[src/rtl/core/signed_integer_to_radix_text_core_assert.svh]
// ----------------------------------------------------------------------------
// signed_integer_to_radix_text_core assertion macros
// shared concurrent assertion forms for the radix text core
// ----------------------------------------------------------------------------
`ifndef SIGNED_INTEGER_TO_RADIX_TEXT_CORE_ASSERT_SVH
`define SIGNED_INTEGER_TO_RADIX_TEXT_CORE_ASSERT_SVH

// same-cycle implication, disabled in reset
`define SITR_ASSERT_IMP(lbl, clk, rst_n, ante, cons) \
    lbl: assert property (@(posedge clk) disable iff (!rst_n) (ante) |-> (cons)) \
        else $error("sitr assertion failed");

// next-cycle implication, disabled in reset
`define SITR_ASSERT_NXT(lbl, clk, rst_n, ante, cons) \
    lbl: assert property (@(posedge clk) disable iff (!rst_n) (ante) |=> (cons)) \
        else $error("sitr assertion failed");

`endif

[src/rtl/core/sitr_pkg.sv]
// ----------------------------------------------------------------------------
// sitr_pkg
// shared types, constants and helpers of the radix text core
// ----------------------------------------------------------------------------
package sitr_pkg;

    localparam int MAX_RADIX_DEF   = 16;
    localparam int QUEUE_DEPTH_DEF = 2;
    localparam int DIGIT_SLOTS     = 32;
    localparam int ALPHA_CHARS     = 16;
    localparam int VALUE_W         = 32;
    localparam int RADIX_W         = 5;
    localparam int DIGIT_W         = 4;
    localparam int CNT_W           = 6;
    localparam int SLOT_W          = 5;
    localparam int CHAR_W          = 8;
    localparam int CFG_DATA_W      = 64;
    localparam int CFG_IDX_W       = 2;
    localparam int DIV_BITS        = 8;
    localparam int DIV_STEPS       = VALUE_W / DIV_BITS;
    localparam int STEP_W          = $clog2(DIV_STEPS);

    localparam logic [CHAR_W-1:0] CHAR_PLUS  = 8'h2B;
    localparam logic [CHAR_W-1:0] CHAR_MINUS = 8'h2D;
    localparam logic [CHAR_W-1:0] PRINT_LOW  = 8'd32;
    localparam logic [CHAR_W-1:0] PRINT_HIGH = 8'd126;

    localparam logic [RADIX_W-1:0]    RADIX_RST      = 5'd10;
    localparam logic [CFG_DATA_W-1:0] ALPHA_LOW_RST  = 64'h3736353433323130;
    localparam logic [CFG_DATA_W-1:0] ALPHA_HIGH_RST = 64'h4645444342413938;

    typedef enum logic [CFG_IDX_W-1:0] {
        CFG_RADIX_SIZE = 2'd0,
        CFG_ALPHA_LOW  = 2'd1,
        CFG_ALPHA_HIGH = 2'd2
    } t_cfg_idx;

    typedef struct packed {
        logic [RADIX_W-1:0]    radix;
        logic [CFG_DATA_W-1:0] alpha_low;
        logic [CFG_DATA_W-1:0] alpha_high;
    } t_cfg;

    typedef struct packed {
        logic [VALUE_W-1:0] mag;
        logic               neg;
        logic               bad;
    } t_job;

    function automatic logic [CHAR_W-1:0] alpha_char(
        input logic [CFG_DATA_W-1:0] lo,
        input logic [CFG_DATA_W-1:0] hi,
        input logic [DIGIT_W-1:0]    idx
    );
        logic [CFG_DATA_W-1:0] word;
        word = idx[3] ? hi : lo;
        return word[idx[2:0]*CHAR_W +: CHAR_W];
    endfunction

endpackage

[src/rtl/core/sitr_front.sv]
// ----------------------------------------------------------------------------
// sitr_front
// accepts numbers, checks the alphabet, forms magnitude and sign, and
// holds classified jobs in a short queue for the back end
// ----------------------------------------------------------------------------
`include "signed_integer_to_radix_text_core_assert.svh"

module sitr_front #(
    parameter int MAX_RADIX   = sitr_pkg::MAX_RADIX_DEF,
    parameter int QUEUE_DEPTH = sitr_pkg::QUEUE_DEPTH_DEF
) (
    input  logic                               i_clk,
    input  logic                               i_rst_n,
    input  sitr_pkg::t_cfg                     i_cfg,
    input  logic                               i_push,
    output logic                               o_full,
    input  logic signed [sitr_pkg::VALUE_W-1:0] i_number_value,
    output sitr_pkg::t_job                     o_job,
    output logic                               o_job_valid,
    input  logic                               i_job_pop
);
    import sitr_pkg::*;

    localparam int PW = (QUEUE_DEPTH > 1) ? $clog2(QUEUE_DEPTH) : 1;
    localparam int CW = $clog2(QUEUE_DEPTH + 1);
    localparam logic [PW-1:0] LAST_PTR = PW'(QUEUE_DEPTH - 1);
    localparam logic [CW-1:0] FULL_CNT = CW'(QUEUE_DEPTH);

    logic [CHAR_W-1:0] ch [ALPHA_CHARS];
    logic              bad;
    t_job              job_in;
    logic              wr_en;

    t_job          r_mem [QUEUE_DEPTH];
    logic [PW-1:0] r_wr;
    logic [PW-1:0] r_rd;
    logic [CW-1:0] r_count;
    logic [PW-1:0] n_wr;
    logic [PW-1:0] n_rd;
    logic [CW-1:0] n_count;

    // alphabet check
    always_comb begin
        bad = (i_cfg.radix < 5'd2) || (i_cfg.radix > RADIX_W'(MAX_RADIX));
        for (int i = 0; i < ALPHA_CHARS; i++) begin
            ch[i] = alpha_char(i_cfg.alpha_low, i_cfg.alpha_high, DIGIT_W'(i));
        end
        for (int i = 0; i < ALPHA_CHARS; i++) begin
            if (RADIX_W'(i) < i_cfg.radix) begin
                if (ch[i] == CHAR_PLUS || ch[i] == CHAR_MINUS ||
                    ch[i] < PRINT_LOW || ch[i] > PRINT_HIGH) begin
                    bad = 1'b1;
                end
                for (int j = 0; j < ALPHA_CHARS; j++) begin
                    if (j > i && RADIX_W'(j) < i_cfg.radix && ch[j] == ch[i]) begin
                        bad = 1'b1;
                    end
                end
            end
        end
    end

    always_comb begin
        job_in.neg = i_number_value[VALUE_W-1];
        job_in.mag = job_in.neg ? (VALUE_W'(0) - VALUE_W'(i_number_value))
                                : VALUE_W'(i_number_value);
        job_in.bad = bad;
    end

    assign o_full      = (r_count == FULL_CNT);
    assign wr_en       = i_push && !o_full;
    assign o_job_valid = (r_count != CW'(0));
    assign o_job       = r_mem[r_rd];

    always_comb begin
        n_wr    = r_wr;
        n_rd    = r_rd;
        n_count = r_count;
        if (wr_en) begin
            n_wr = (r_wr == LAST_PTR) ? PW'(0) : r_wr + PW'(1);
        end
        if (i_job_pop) begin
            n_rd = (r_rd == LAST_PTR) ? PW'(0) : r_rd + PW'(1);
        end
        if (wr_en && !i_job_pop) begin
            n_count = r_count + CW'(1);
        end else if (!wr_en && i_job_pop) begin
            n_count = r_count - CW'(1);
        end
    end

    always_ff @(posedge i_clk) begin
        if (!i_rst_n) begin
            r_wr    <= '0;
            r_rd    <= '0;
            r_count <= '0;
        end else begin
            r_wr    <= n_wr;
            r_rd    <= n_rd;
            r_count <= n_count;
        end
    end

    always_ff @(posedge i_clk) begin
        if (wr_en) begin
            r_mem[r_wr] <= job_in;
        end
    end

    `SITR_ASSERT_IMP(a_count_bound, i_clk, i_rst_n, 1'b1, r_count <= FULL_CNT)
    `SITR_ASSERT_IMP(a_pop_nonempty, i_clk, i_rst_n, i_job_pop, r_count != CW'(0))
    `SITR_ASSERT_NXT(a_push_counts, i_clk, i_rst_n, wr_en && !i_job_pop,
                     r_count == $past(r_count) + CW'(1))

endmodule

[src/rtl/core/sitr_back.sv]
// ----------------------------------------------------------------------------
// sitr_back
// divides the magnitude digit by digit into a digit stack, then emits
// sign and alphabet characters, or one invalid marker for a bad alphabet,
// through a one-entry output register
`include "signed_integer_to_radix_text_core_assert.svh"

module sitr_back (
    input  logic                         i_clk,
    input  logic                         i_rst_n,
    input  sitr_pkg::t_cfg               i_cfg,
    input  sitr_pkg::t_job               i_job,
    input  logic                         i_job_valid,
    output logic                         o_job_pop,
    output logic                         o_empty,
    input  logic                         i_pop,
    output logic [sitr_pkg::CHAR_W-1:0]  o_char_code,
    output logic                         o_last_char,
    output logic                         o_alphabet_invalid
);
    import sitr_pkg::*;

    typedef enum logic [4:0] {
        S_IDLE = 5'b00001,
        S_DIV  = 5'b00010,
        S_SIGN = 5'b00100,
        S_EMIT = 5'b01000,
        S_BAD  = 5'b10000
    } t_state;

    localparam logic [STEP_W-1:0] LAST_STEP = STEP_W'(DIV_STEPS - 1);
    localparam logic [CNT_W-1:0]  LAST_SLOT = CNT_W'(DIGIT_SLOTS - 1);

    t_state               r_state;
    t_state               n_state;
    logic [VALUE_W-1:0]   r_quo;
    logic [VALUE_W-1:0]   n_quo;
    logic [DIGIT_W-1:0]   r_rem;
    logic [DIGIT_W-1:0]   n_rem;
    logic                 r_neg;
    logic [STEP_W-1:0]    r_step;
    logic [CNT_W-1:0]     r_cnt;
    logic [DIGIT_W-1:0]   r_stack [DIGIT_SLOTS];
    logic                 r_out_valid;
    logic [CHAR_W-1:0]    r_out_char;
    logic                 r_out_last;
    logic                 r_out_bad;

    logic                 slot_free;
    logic                 load_out;
    logic [CHAR_W-1:0]    n_out_char;
    logic                 n_out_last;
    logic                 n_out_bad;
    logic                 digit_done;
    logic                 div_finish;
    logic [SLOT_W-1:0]    rd_slot;
    logic [DIGIT_W-1:0]   rd_digit;

    // several restoring division steps per cycle
    always_comb begin
        logic [RADIX_W-1:0] t;
        logic [RADIX_W-1:0] diff;
        logic               qb;
        n_rem = r_rem;
        n_quo = r_quo;
        for (int k = 0; k < DIV_BITS; k++) begin
            t     = {n_rem, n_quo[VALUE_W-1]};
            qb    = (t >= i_cfg.radix);
            diff  = t - i_cfg.radix;
            n_rem = qb ? diff[DIGIT_W-1:0] : t[DIGIT_W-1:0];
            n_quo = {n_quo[VALUE_W-2:0], qb};
        end
    end

    assign slot_free  = !r_out_valid || i_pop;
    assign digit_done = (r_state == S_DIV) && (r_step == LAST_STEP);
    assign div_finish = digit_done && ((n_quo == '0) || (r_cnt == LAST_SLOT));
    assign rd_slot    = r_cnt[SLOT_W-1:0] - SLOT_W'(1);
    assign rd_digit   = r_stack[rd_slot];
    assign o_job_pop  = (r_state == S_IDLE) && i_job_valid;

    always_comb begin
        n_state    = r_state;
        load_out   = 1'b0;
        n_out_char = '0;
        n_out_last = 1'b0;
        n_out_bad  = 1'b0;
        unique case (r_state)
            S_IDLE: begin
                if (i_job_valid) begin
                    n_state = i_job.bad ? S_BAD : S_DIV;
                end
            end
            S_DIV: begin
                if (div_finish) begin
                    n_state = r_neg ? S_SIGN : S_EMIT;
                end
            end
            S_SIGN: begin
                if (slot_free) begin
                    load_out   = 1'b1;
                    n_out_char = CHAR_MINUS;
                    n_state    = S_EMIT;
                end
            end
            S_EMIT: begin
                if (slot_free) begin
                    load_out   = 1'b1;
                    n_out_char = alpha_char(i_cfg.alpha_low, i_cfg.alpha_high, rd_digit);
                    n_out_last = (r_cnt == CNT_W'(1));
                    if (r_cnt == CNT_W'(1)) begin
                        n_state = S_IDLE;
                    end
                end
            end
            S_BAD: begin
                if (slot_free) begin
                    load_out   = 1'b1;
                    n_out_last = 1'b1;
                    n_out_bad  = 1'b1;
                    n_state    = S_IDLE;
                end
            end
            default: n_state = S_IDLE;
        endcase
    end

    always_ff @(posedge i_clk) begin
        if (!i_rst_n) begin
            r_state     <= S_IDLE;
            r_out_valid <= 1'b0;
            r_cnt       <= '0;
            r_step      <= '0;
        end else begin
            r_state <= n_state;
            if (load_out) begin
                r_out_valid <= 1'b1;
            end else if (i_pop) begin
                r_out_valid <= 1'b0;
            end
            if (o_job_pop) begin
                r_cnt  <= '0;
                r_step <= '0;
            end else if (r_state == S_DIV) begin
                r_step <= r_step + STEP_W'(1);
                if (digit_done) begin
                    r_cnt <= r_cnt + CNT_W'(1);
                end
            end else if (r_state == S_EMIT && slot_free) begin
                r_cnt <= r_cnt - CNT_W'(1);
            end
        end
    end

    always_ff @(posedge i_clk) begin
        if (o_job_pop) begin
            r_quo <= i_job.mag;
            r_neg <= i_job.neg;
            r_rem <= '0;
        end else if (r_state == S_DIV) begin
            r_quo <= n_quo;
            r_rem <= digit_done ? '0 : n_rem;
        end
        if (digit_done) begin
            r_stack[r_cnt[SLOT_W-1:0]] <= n_rem;
        end
        if (load_out) begin
            r_out_char <= n_out_char;
            r_out_last <= n_out_last;
            r_out_bad  <= n_out_bad;
        end
    end

    assign o_empty            = !r_out_valid;
    assign o_char_code        = r_out_char;
    assign o_last_char        = r_out_last;
    assign o_alphabet_invalid = r_out_bad;

    `SITR_ASSERT_IMP(a_bad_is_last, i_clk, i_rst_n, r_out_valid && r_out_bad, r_out_last)
    `SITR_ASSERT_IMP(a_emit_has_digit, i_clk, i_rst_n, r_state == S_EMIT, r_cnt != '0)
    `SITR_ASSERT_NXT(a_finish_leaves_div, i_clk, i_rst_n, div_finish,
                     r_state == S_SIGN || r_state == S_EMIT)

endmodule

[src/rtl/core/signed_integer_to_radix_text_core.sv]
// ----------------------------------------------------------------------------
// signed_integer_to_radix_text_core
// prints signed 32-bit numbers as text in a configurable radix
// ----------------------------------------------------------------------------
// Numbers enter through a queue-like port: an item is taken when push is high
// and full is low. Characters leave the same way: the oldest one is shown
// while empty is low and is taken when pop is high. Each number gives an
// optional '-' and its digits, most significant first, with o_last_char on
// the final character; a bad alphabet gives one character with
// o_alphabet_invalid set.
// The back end divides by the radix eight quotient bits per cycle, storing
// each digit on a digit stack; it then emits the sign and the digits one
// character per cycle while the receiver keeps popping. It takes the next
// number from the queue only once the last character of the current one is
// loaded into the output register.
// The front queue takes new numbers while the back end works; a stalled
// receiver holds the back end, and once the queue fills, full is raised.
// Reset empties the queue and the output and restores radix 10 with the
// alphabet "0123456789ABCDEF". Configuration writes land at once.
// ----------------------------------------------------------------------------
module signed_integer_to_radix_text_core #(
    parameter int MAX_RADIX   = sitr_pkg::MAX_RADIX_DEF,
    parameter int QUEUE_DEPTH = sitr_pkg::QUEUE_DEPTH_DEF
) (
    input  logic                                i_clk,
    input  logic                                i_rst_n,
    input  logic                                i_cfg_we,
    input  logic [sitr_pkg::CFG_IDX_W-1:0]      i_cfg_idx,
    input  logic [sitr_pkg::CFG_DATA_W-1:0]     i_cfg_data,
    input  logic                                push,
    output logic                                full,
    input  logic signed [sitr_pkg::VALUE_W-1:0] i_number_value,
    output logic                                empty,
    input  logic                                pop,
    output logic [sitr_pkg::CHAR_W-1:0]         o_char_code,
    output logic                                o_last_char,
    output logic                                o_alphabet_invalid
);
    import sitr_pkg::*;

    t_cfg r_cfg;
    t_job job;
    logic job_valid;
    logic job_pop;

    always_ff @(posedge i_clk) begin
        if (!i_rst_n) begin
            r_cfg.radix      <= RADIX_RST;
            r_cfg.alpha_low  <= ALPHA_LOW_RST;
            r_cfg.alpha_high <= ALPHA_HIGH_RST;
        end else if (i_cfg_we) begin
            unique case (i_cfg_idx)
                CFG_RADIX_SIZE: r_cfg.radix      <= i_cfg_data[RADIX_W-1:0];
                CFG_ALPHA_LOW:  r_cfg.alpha_low  <= i_cfg_data;
                CFG_ALPHA_HIGH: r_cfg.alpha_high <= i_cfg_data;
                default: ;
            endcase
        end
    end

    sitr_front #(
        .MAX_RADIX   (MAX_RADIX),
        .QUEUE_DEPTH (QUEUE_DEPTH)
    ) u_front (
        .i_clk          (i_clk),
        .i_rst_n        (i_rst_n),
        .i_cfg          (r_cfg),
        .i_push         (push),
        .o_full         (full),
        .i_number_value (i_number_value),
        .o_job          (job),
        .o_job_valid    (job_valid),
        .i_job_pop      (job_pop)
    );

    sitr_back u_back (
        .i_clk              (i_clk),
        .i_rst_n            (i_rst_n),
        .i_cfg              (r_cfg),
        .i_job              (job),
        .i_job_valid        (job_valid),
        .o_job_pop          (job_pop),
        .o_empty            (empty),
        .i_pop              (pop),
        .o_char_code        (o_char_code),
        .o_last_char        (o_last_char),
        .o_alphabet_invalid (o_alphabet_invalid)
    );

endmodule

[config.mk]
export PLATFORM = sky130hd
export DESIGN_NAME = signed_integer_to_radix_text_core
export DESIGN_NICKNAME = d
export VERILOG_FILES = /design/src/rtl/core/sitr_pkg.sv /design/src/rtl/core/sitr_front.sv /design/src/rtl/core/sitr_back.sv /design/src/rtl/core/signed_integer_to_radix_text_core.sv
export VERILOG_INCLUDE_DIRS = /design/src /design/src/rtl/core
export SDC_FILE = /design/constraint.sdc
export NUM_CORES = 2
export LEC_CHECK = 0
export BUFFER_PORTS_ARGS = -buffer_cell sky130_fd_sc_hd__buf_2
export CORE_ASPECT_RATIO = 0.8
export CORE_MARGIN = 5
export CORE_UTILIZATION = 45
export DETAILED_ROUTE_END_ITERATION = 7
export REMOVE_ABC_BUFFERS = 1
export SYNTH_ARGS = -nofsm -noshare
export SYNTH_HDL_FRONTEND = slang
export SYNTH_SLANG_ARGS = --single-unit
[constraint.sdc]
create_clock -name i_clk -period 12.5 [get_ports i_clk]
set_input_delay 1.25 -clock i_clk [delete_from_list [all_inputs] [get_ports i_clk]]
set_output_delay 1.25 -clock i_clk [all_outputs]
set_load 0.02 [all_outputs]
Word-level counts from Yosys, hierarchy flattened
Memories as Yosys holds them, arrays and structs flattened. A register that Yosys moved wholly into a read port is not among the register bits.
Cells that the tools add are included.
- eq/ne operators: 170
- bitwise operators: 1
- order comparisons: 58
- add/sub/neg operators: 17
- shift operators: 1
- reduce and logical (&&, ||, !) cells: 196
- multiplexer cells: 196
- operator list (operator ; count):
    $eq A8 B8 Y1 ; 120
    $eq A8 B6 Y1 const B ; 32
    $mux W1 ; 165
    $gt A8 B7 Y1 const B ; 16
    $lt A8 B6 Y1 const B ; 16
    $logic_and A1 B1 Y1 ; 127
    $mux W32 ; 3
    $mux W64 ; 1
    $shiftx A64 B7 Y8 ; 1
    $logic_or A1 B1 Y1 ; 51
    $ge A5 B5 Y1 ; 8
    $lt A4 B5 Y1 const A ; 8
    $mux W4 ; 10
    $mux W5 ; 7
    $logic_not A32 Y1 ; 1
    $sub A1 B32 Y32 const A ; 1
    $sub A4 B4 Y4 ; 8
    $pmux W5 S5 ; 1
    $mux W6 ; 4
    $lt A3 B5 Y1 const A ; 4
    $pmux W8 S2 ; 1
    $ne A2 B1 Y1 const B ; 7
    $lt A1 B5 Y1 const A ; 2
    $lt A2 B5 Y1 const A ; 2
    28 further kinds ; 43
- memories: 2
- output and inout bits: 12
- logic and storage cells: 657
- bits of input ports: 103
- register bits after elaboration: 198
- bits in writable memories: 196
- memory list (memory ; words ; bits a word ; read ports ; clocked after Yosys merged registers in ; wr ports ; line ; text):
    u_back.r_stack ; 32 ; 4 ; 1 ; 0 ; 1 ; sitr_back.sv:43 ; logic [DIGIT_W-1:0] r_stack [DIGIT_SLOTS];
    u_front.r_mem ; 2 ; 34 ; 1 ; 1 ; 1 ; sitr_front.sv:34 ; t_job r_mem [QUEUE_DEPTH];

Depth between registers and ports, before layout
- word-level depth: 156
- gate-level depth with buffers: 62
- depth with buffers taken out: 59

Hierarchy
A second synthesis with hierarchy kept.
- cell total of the unflattened synthesis: 3414
- area total of the unflattened synthesis: 32083.3 µm²
- modules (own cells, without submodules) (module ; instances ; cells an instance ; seq. area each (µm²) ; area an instance (µm²)):
    sitr_front ; 1 ; 1975 ; 2142.1 ; 15940.3
    sitr_back ; 1 ; 891 ; 5495.3 ; 10796.6
    signed_integer_to_radix_text_core ; 1 ; 548 ; 2662.6 ; 5346.4

Least setup slack after synthesis
No wires, ideal clock.
- path kind: reg-to-reg
- from: reg r_cfg[129] in the netlist's numbering
- to: mem u_back.r_stack[0][3], data pin
- setup time: 464 ps
- stages on the path, launching flop included: 59
- data arrival time: 13101 ps
- clock period less this slack: 13566 ps
- buffers on the path: 3
- setup slack: -1066 ps
- required time: 12036 ps
- cells stage by stage: dfxtp_1 clkbuf_1 inv_1 ha_1 nor2b_1 o21ai_0 nand3b_1 a21o_1 a21o_1 clkbuf_1 mux2i_1 ha_1 a21o_1 a21o_1 a21o_1 a21oi_1 mux2i_1 ha_1 [23 not listed] nand3b_1 a21o_1 a21o_1 mux2i_1 ha_1 nor2b_1 o21ai_0 nand3b_1 a21o_1 a21o_1 clkbuf_1 a21oi_1 ha_1 a21o_1 a21o_1 a21o_1 a21o_1 o21ai_0
- longest elaborated chain between the ends: 16
- elaborated cells on any way between the ends: 24
- those cells by class: add/sub: 8; order compare: 8; mux: 8
- ends and longest elaborated chain (element ; line ; text):
    from (decl) ; signed_integer_to_radix_text_core.sv:41 ; t_cfg r_cfg;
    $sub A4 B4 Y4 or $ge A5 B5 Y1 (tied branches) ; sitr_back.sv:69, sitr_back.sv:68 ;
    $mux W4 ; sitr_back.sv:70 ; n_rem = qb ? diff[DIGIT_W-1:0] : t[DIGIT_W-1:0];
    $sub A4 B4 Y4 or $ge A5 B5 Y1 (tied branches) ; sitr_back.sv:69, sitr_back.sv:68 ;
    $mux W4 ; sitr_back.sv:70 ;
    $sub A4 B4 Y4 or $ge A5 B5 Y1 (tied branches) ; sitr_back.sv:69, sitr_back.sv:68 ;
    $mux W4 ; sitr_back.sv:70 ;
    $ge A5 B5 Y1 or $sub A4 B4 Y4 (tied branches) ; sitr_back.sv:68, sitr_back.sv:69 ;
    $mux W4 ; sitr_back.sv:70 ;
    $sub A4 B4 Y4 or $ge A5 B5 Y1 (tied branches) ; sitr_back.sv:69, sitr_back.sv:68 ;
    $mux W4 ; sitr_back.sv:70 ;
    $sub A4 B4 Y4 or $ge A5 B5 Y1 (tied branches) ; sitr_back.sv:69, sitr_back.sv:68 ;
    $mux W4 ; sitr_back.sv:70 ;
    $ge A5 B5 Y1 or $sub A4 B4 Y4 (tied branches) ; sitr_back.sv:68, sitr_back.sv:69 ;
    $mux W4 ; sitr_back.sv:70 ;
    $sub A4 B4 Y4 or $ge A5 B5 Y1 (tied branches) ; sitr_back.sv:69, sitr_back.sv:68 ;
    $mux W4 (*) ; sitr_back.sv:70 ;
    via u_back.n_rem[3] ; sitr_back.sv:39 ; logic [DIGIT_W-1:0] n_rem;
    to (decl) ; sitr_back.sv:43 ;
Mark *: on every way through the listed nets, which the timed path passes. The rest lies on a longest branch.

Worst setup path in the final report
- from: reg r_cfg[129] in the netlist's numbering
- to: reg u_back.r_state[2]
- longest elaborated chain between the ends: 20
- elaborated cells on any way between the ends: 27
- those cells by class: add/sub: 7; order compare: 8; eq/ne: 1; mux: 7; reduce/logical: 4
- ends and longest elaborated chain (element ; line ; text):
    $sub A4 B4 Y4 or $ge A5 B5 Y1 (tied branches) ; sitr_back.sv:69, sitr_back.sv:68 ;
    $mux W4 ; sitr_back.sv:70 ;
    $sub A4 B4 Y4 or $ge A5 B5 Y1 (tied branches) ; sitr_back.sv:69, sitr_back.sv:68 ;
    $mux W4 ; sitr_back.sv:70 ;
    $sub A4 B4 Y4 or $ge A5 B5 Y1 (tied branches) ; sitr_back.sv:69, sitr_back.sv:68 ;
    $mux W4 ; sitr_back.sv:70 ;
    $ge A5 B5 Y1 or $sub A4 B4 Y4 (tied branches) ; sitr_back.sv:68, sitr_back.sv:69 ;
    $mux W4 ; sitr_back.sv:70 ;
    [4 not listed] ; - ;
    $sub A4 B4 Y4 or $ge A5 B5 Y1 (tied branches) ; sitr_back.sv:69, sitr_back.sv:68 ;
    $mux W4 ; sitr_back.sv:70 ;
    $ge A5 B5 Y1 ; sitr_back.sv:68 ; qb = (t >= i_cfg.radix);
    $logic_not A32 Y1 (*) ; sitr_back.sv:77 ; assign div_finish = digit_done && ((n_quo == '0) || (r_cnt == LAST_SLOT));
    $logic_or A1 B1 Y1 (*) ; sitr_back.sv:77 ;
    $logic_and A1 B1 Y1 (*) ; sitr_back.sv:77 ;
    $ne A2 B1 Y1 (no source line) (*) ; - ;
    $reduce_and A6 Y1 (no source line) (*) ; - ;
    to (signal assigned) ; sitr_back.sv:135 ; r_state <= n_state;
    to (decl) ; sitr_back.sv:34 ; t_state r_state;
Mark *: on every way between the ends. The rest lies on a longest branch, timed or not.
A chain may end at the register's enable or synchronous reset.

==> summary.txt <==
Place
  • Setup WS pre-CTS: -0.529 ns
  • Dpl hpwl: approximately 70000 um
  • Port bufs: about 110
  • Placed Cells: ~4300
  • DP Area: ~33000 um2
  • GPL Wtd Cong: just over 1

Job
  • Max Cap Viol: 0

STA
  • Minimum clock period: 11.80 ns
  • Slew Viols, Final: 0
  • Final hold vios: 0
  • Tcrit/Tclk final: a little over nine tenths
  • Worst slew pin tran: between 1 and 1.5 ns
  • Worst Skew: 0.0201 ns
  • Fmax: 84.7 MHz
  • Slew HR: a little over a tenth
  • Final WS setup: 0.697 ns
  • # setup viols final: 0
  • Setup TNS: 0 ns

Final layout
  • Leading cell type in the layout, fill and taps excluded: xnor2_1
  • Design Area, Final: around 34000 um2
  • Most frequent cells in the layout: xnor2_1 (822), nand2_1 (344), edfxtp_1 (239)
  • Share of cells above drive strength 1: roughly an eighth
  • Post-Layout Cell Count: between 4000 and 5000
  • Layout net count: between 3000 and 4000
  • Layout area overhead: 9.68%

Clocking
  • CTS Root Cell: clkbuf_16
  • Max Root-Sink Buffers: 3
  • Hold buffer count at cts: 0
  • Skew-Pair Late Insertion Delay: roughly 0.59 ns
  • Num CTS Buffers: 43
  • Clock Sinks: around 400
  • Htree depth: 2
  • Clock slew at reported path FFs: ~0.060 ns
  • CTS tree: built

Floorplan
  • DIE HEIGHT: approximately 250 um
  • I/O pins: about 120
  • Die width: about 300 um
  • Initial Util: a little under half
  • Placement Rows: 86
  • Die area: roughly 75000 um2
  • Core Area: 68900 um2

Drt
  • Final wirelength: 111000 um
  • Initial drt markers: around 3400
  • Avg WL per Cell: ~25 um
  • Vias: about 27000
  • Vias per cell: 6.12
  • DRT antenna net count: 0
  • DR pass1 iterations: 5
  • DRC violations left: 0

Global route
  • All-Layer GR Usage: around 28%
  • First-pass GRT wire length: 164000 um
  • Vias in the first global route: between 20000 and 25000
  • Grt ovf: 0
  • Antenna violations before repair: 2
  • Largest net degree at the start of global routing: 65

Synth
  • Ys async rst share: 0%
  • Post-Syn Area per Cell: just over 9 um2
  • YS warnings: 0
  • Yosys reg bits: 395
  • Post-synth EDFFs: 239
  • Post-Syn Area: between 30000 and 40000 um2
  • Post-synth cell types: slightly below 90
  • Primary FF master, synth: edfxtp_1
  • Synthesized instance count: approximately 3400
  • Seq/Total Area, Yosys: between 30% and 40%

Power
  • Power per cell area: 388 nW/um2
  • Tot Pwr: around 13 mW
  • P_leak: around 11 nW
  • Maximum vdd drop: roughly 2.4 mV

Worst setup path
  • Required @ worst endpoint: between 10 and 15 ns
  • Crit path kind: reg2reg
  • R2R setup slack: 0.70 ns
  • Critical path's top delay family: compound AO/OA/AOI/OAI gates
  • Worst path slowest cell: dfxtp_1
  • Reg-to-reg critical path startpoint: r_cfg[129]
  • Crit path max fanout: 8
  • Stages on worst setup path: 59
  • Crit path top cell by count: a21o_1
  • CP Buf/Inv Count: 4
  • Startpoint Class: flip-flop
  • Crit path arrival time: about 12 ns
  • R2R Path End: u_back.r_state[2]
  • Worst Setup SP: r_cfg[129]
  • Worst r2r path cells: between 50 and 60
  • Crit end category: flip-flop
  • CP max stage delay: approximately 0.33 ns
  • Setup crit end: u_back.r_state[2]

Min path
  • Hold WC Path Type: reg2reg
  • Hold path startpoint: r_cfg[78]

Status
  • Outcome: finished clean
where the power goes:
part	switching (mW)	leakage [nW]	internal, mW
Combinational	5.17	7.34	2.64
Sequential	0.0809	3.45	4.21
Clock	0.538	0.636	0.655
Total	5.79	11.4	7.50
stage by stage:
step / hold WS (ns) / util [%]
2_1_floorplan: 0.440 / -
3_5_place_dp: 0.447 / 47.7
3_3_place_gp: 0.444 / 47.7
5_1_grt: 0.469 / 49.8
6_report: 0.453 / 49.8
4_1_cts: 0.454 / 49.6
cells in the mapped netlist (6+ instances only):
cell type,number,area share [%]
nand2b_1,12,0.24
o21ai_1,7,0.11
o31ai_1,28,0.67
inv_1,39,0.47
xnor2_1,822,23
a22oi_1,6,0.14
fa_1,8,0.51
or3_1,12,0.24
mux2i_1,126,4.0
dfxtp_1,156,10
or4_1,6,0.14
nand2_1,345,4.1
buf_4,10,0.24
xor2_1,177,5.0
mux2_2,18,0.65
nand3b_1,11,0.26
a21oi_1,150,2.4
nor4b_1,16,0.45
a211oi_1,7,0.17
a21o_1,26,0.62
nand3_1,85,1.4
nor2b_1,21,0.42
mux4_2,32,2.3
ha_1,48,1.9
edfxtp_1,239,23
o21ai_0,58,0.93
nor2_1,101,1.2
nor3_1,87,1.4
o211ai_1,17,0.41
a221oi_1,8,0.22
or2_2,6,0.12
buf_2,45,0.72
a31oi_1,17,0.34
nor4_1,82,1.6
buf_1,132,1.6
nand4_1,205,4.1
clkbuf_1,162,1.9
worst min-delay path, stage by stage, from the launching register on:
cell and delay, ns:
dfxtp_1 0.30, nand2_1 0.05, a21oi_1 0.05
flip-flops by register name (all words and copies together) (netlist names), named ones only:
name                       count
r_cfg                        133
u_back.r_out_valid             1
u_back.o_alphabet_invalid      1
u_back.r_step                  2
u_back.r_rem                   4
u_back.r_cnt                   6
u_back.o_last_char             1
u_front.r_wr                   1
u_back.r_quo                  32
u_front.r_count                2
u_front.r_rd                   1
u_back.r_neg                   1
u_back.r_stack               128
u_back.o_char_code             8
u_front.r_mem                 68
u_back.r_state                 5
logic make-up (layout without fill, tap and decap cells):
| kind of cell | Yosys count | count (layout) | share of synthesized area (%) |
|---|---|---|---|
| AOI/OAI and AO/OA | 386 | 386 | 7.81 |
| xor gates and xnor gates | 1000 | 1000 | 28.1 |
| adders and majority gates | 56 | 56 | 2.43 |
| buffers and inverters | 396 | 407 | 5.21 |
| DFF | 395 | 395 | 33.0 |
| muxes | 177 | 177 | 7.03 |
| other | 0 | 1 | 0 |
| and+or+nand+nor | 1014 | 1014 | 16.5 |
metal layers:
| layer | vias to the layer above | track usage (%) | routed length [um] |
|---|---|---|---|
| li1 | 11900 | - | - |
| met1 | 12900 | 41.1 | 47900 |
| met2 | 1596 | 40.3 | 44600 |
| met3 | 344 | 7.70 | 13600 |
| met4 | 2 | 10.8 | 4770 |
| met5 | - | 0 | 12 |
cell type report:
cell class	instances	area, um2
Timing Repair Buffer	288	1880
Multi-Input combinational cell	2633	19500
Fill cell	6531	34600
Clock inverter	20	141
Inverter	41	155
Sequential cell	395	10300
Clock buffer	58	1150
Tap cell	924	1160
Antenna cell	1	2.50
worst min-delay path by stage:
| stage | end | slack [ns] | cells after the start |
|---|---|---|---|
| 2_1_floorplan | u_back.r_step[1] | 0.44 | 2 |
| 3_3_place_gp | r_cfg[103] | 0.44 | 2 |
| 3_5_place_dp | r_cfg[35] | 0.45 | 2 |
| 4_1_cts | r_cfg[35] | 0.45 | 2 |
| 5_1_grt | r_cfg[103] | 0.47 | 2 |
| 6_report | r_cfg[78] | 0.45 | 2 |
what timing repair did:
item	CTS	global route
gates resized for setup	5	25
setup buffers	2	4
pin swaps	1	4
endpoints found under the setup margin	70	137
Note: power is estimated with default switching activity, not from simulation.
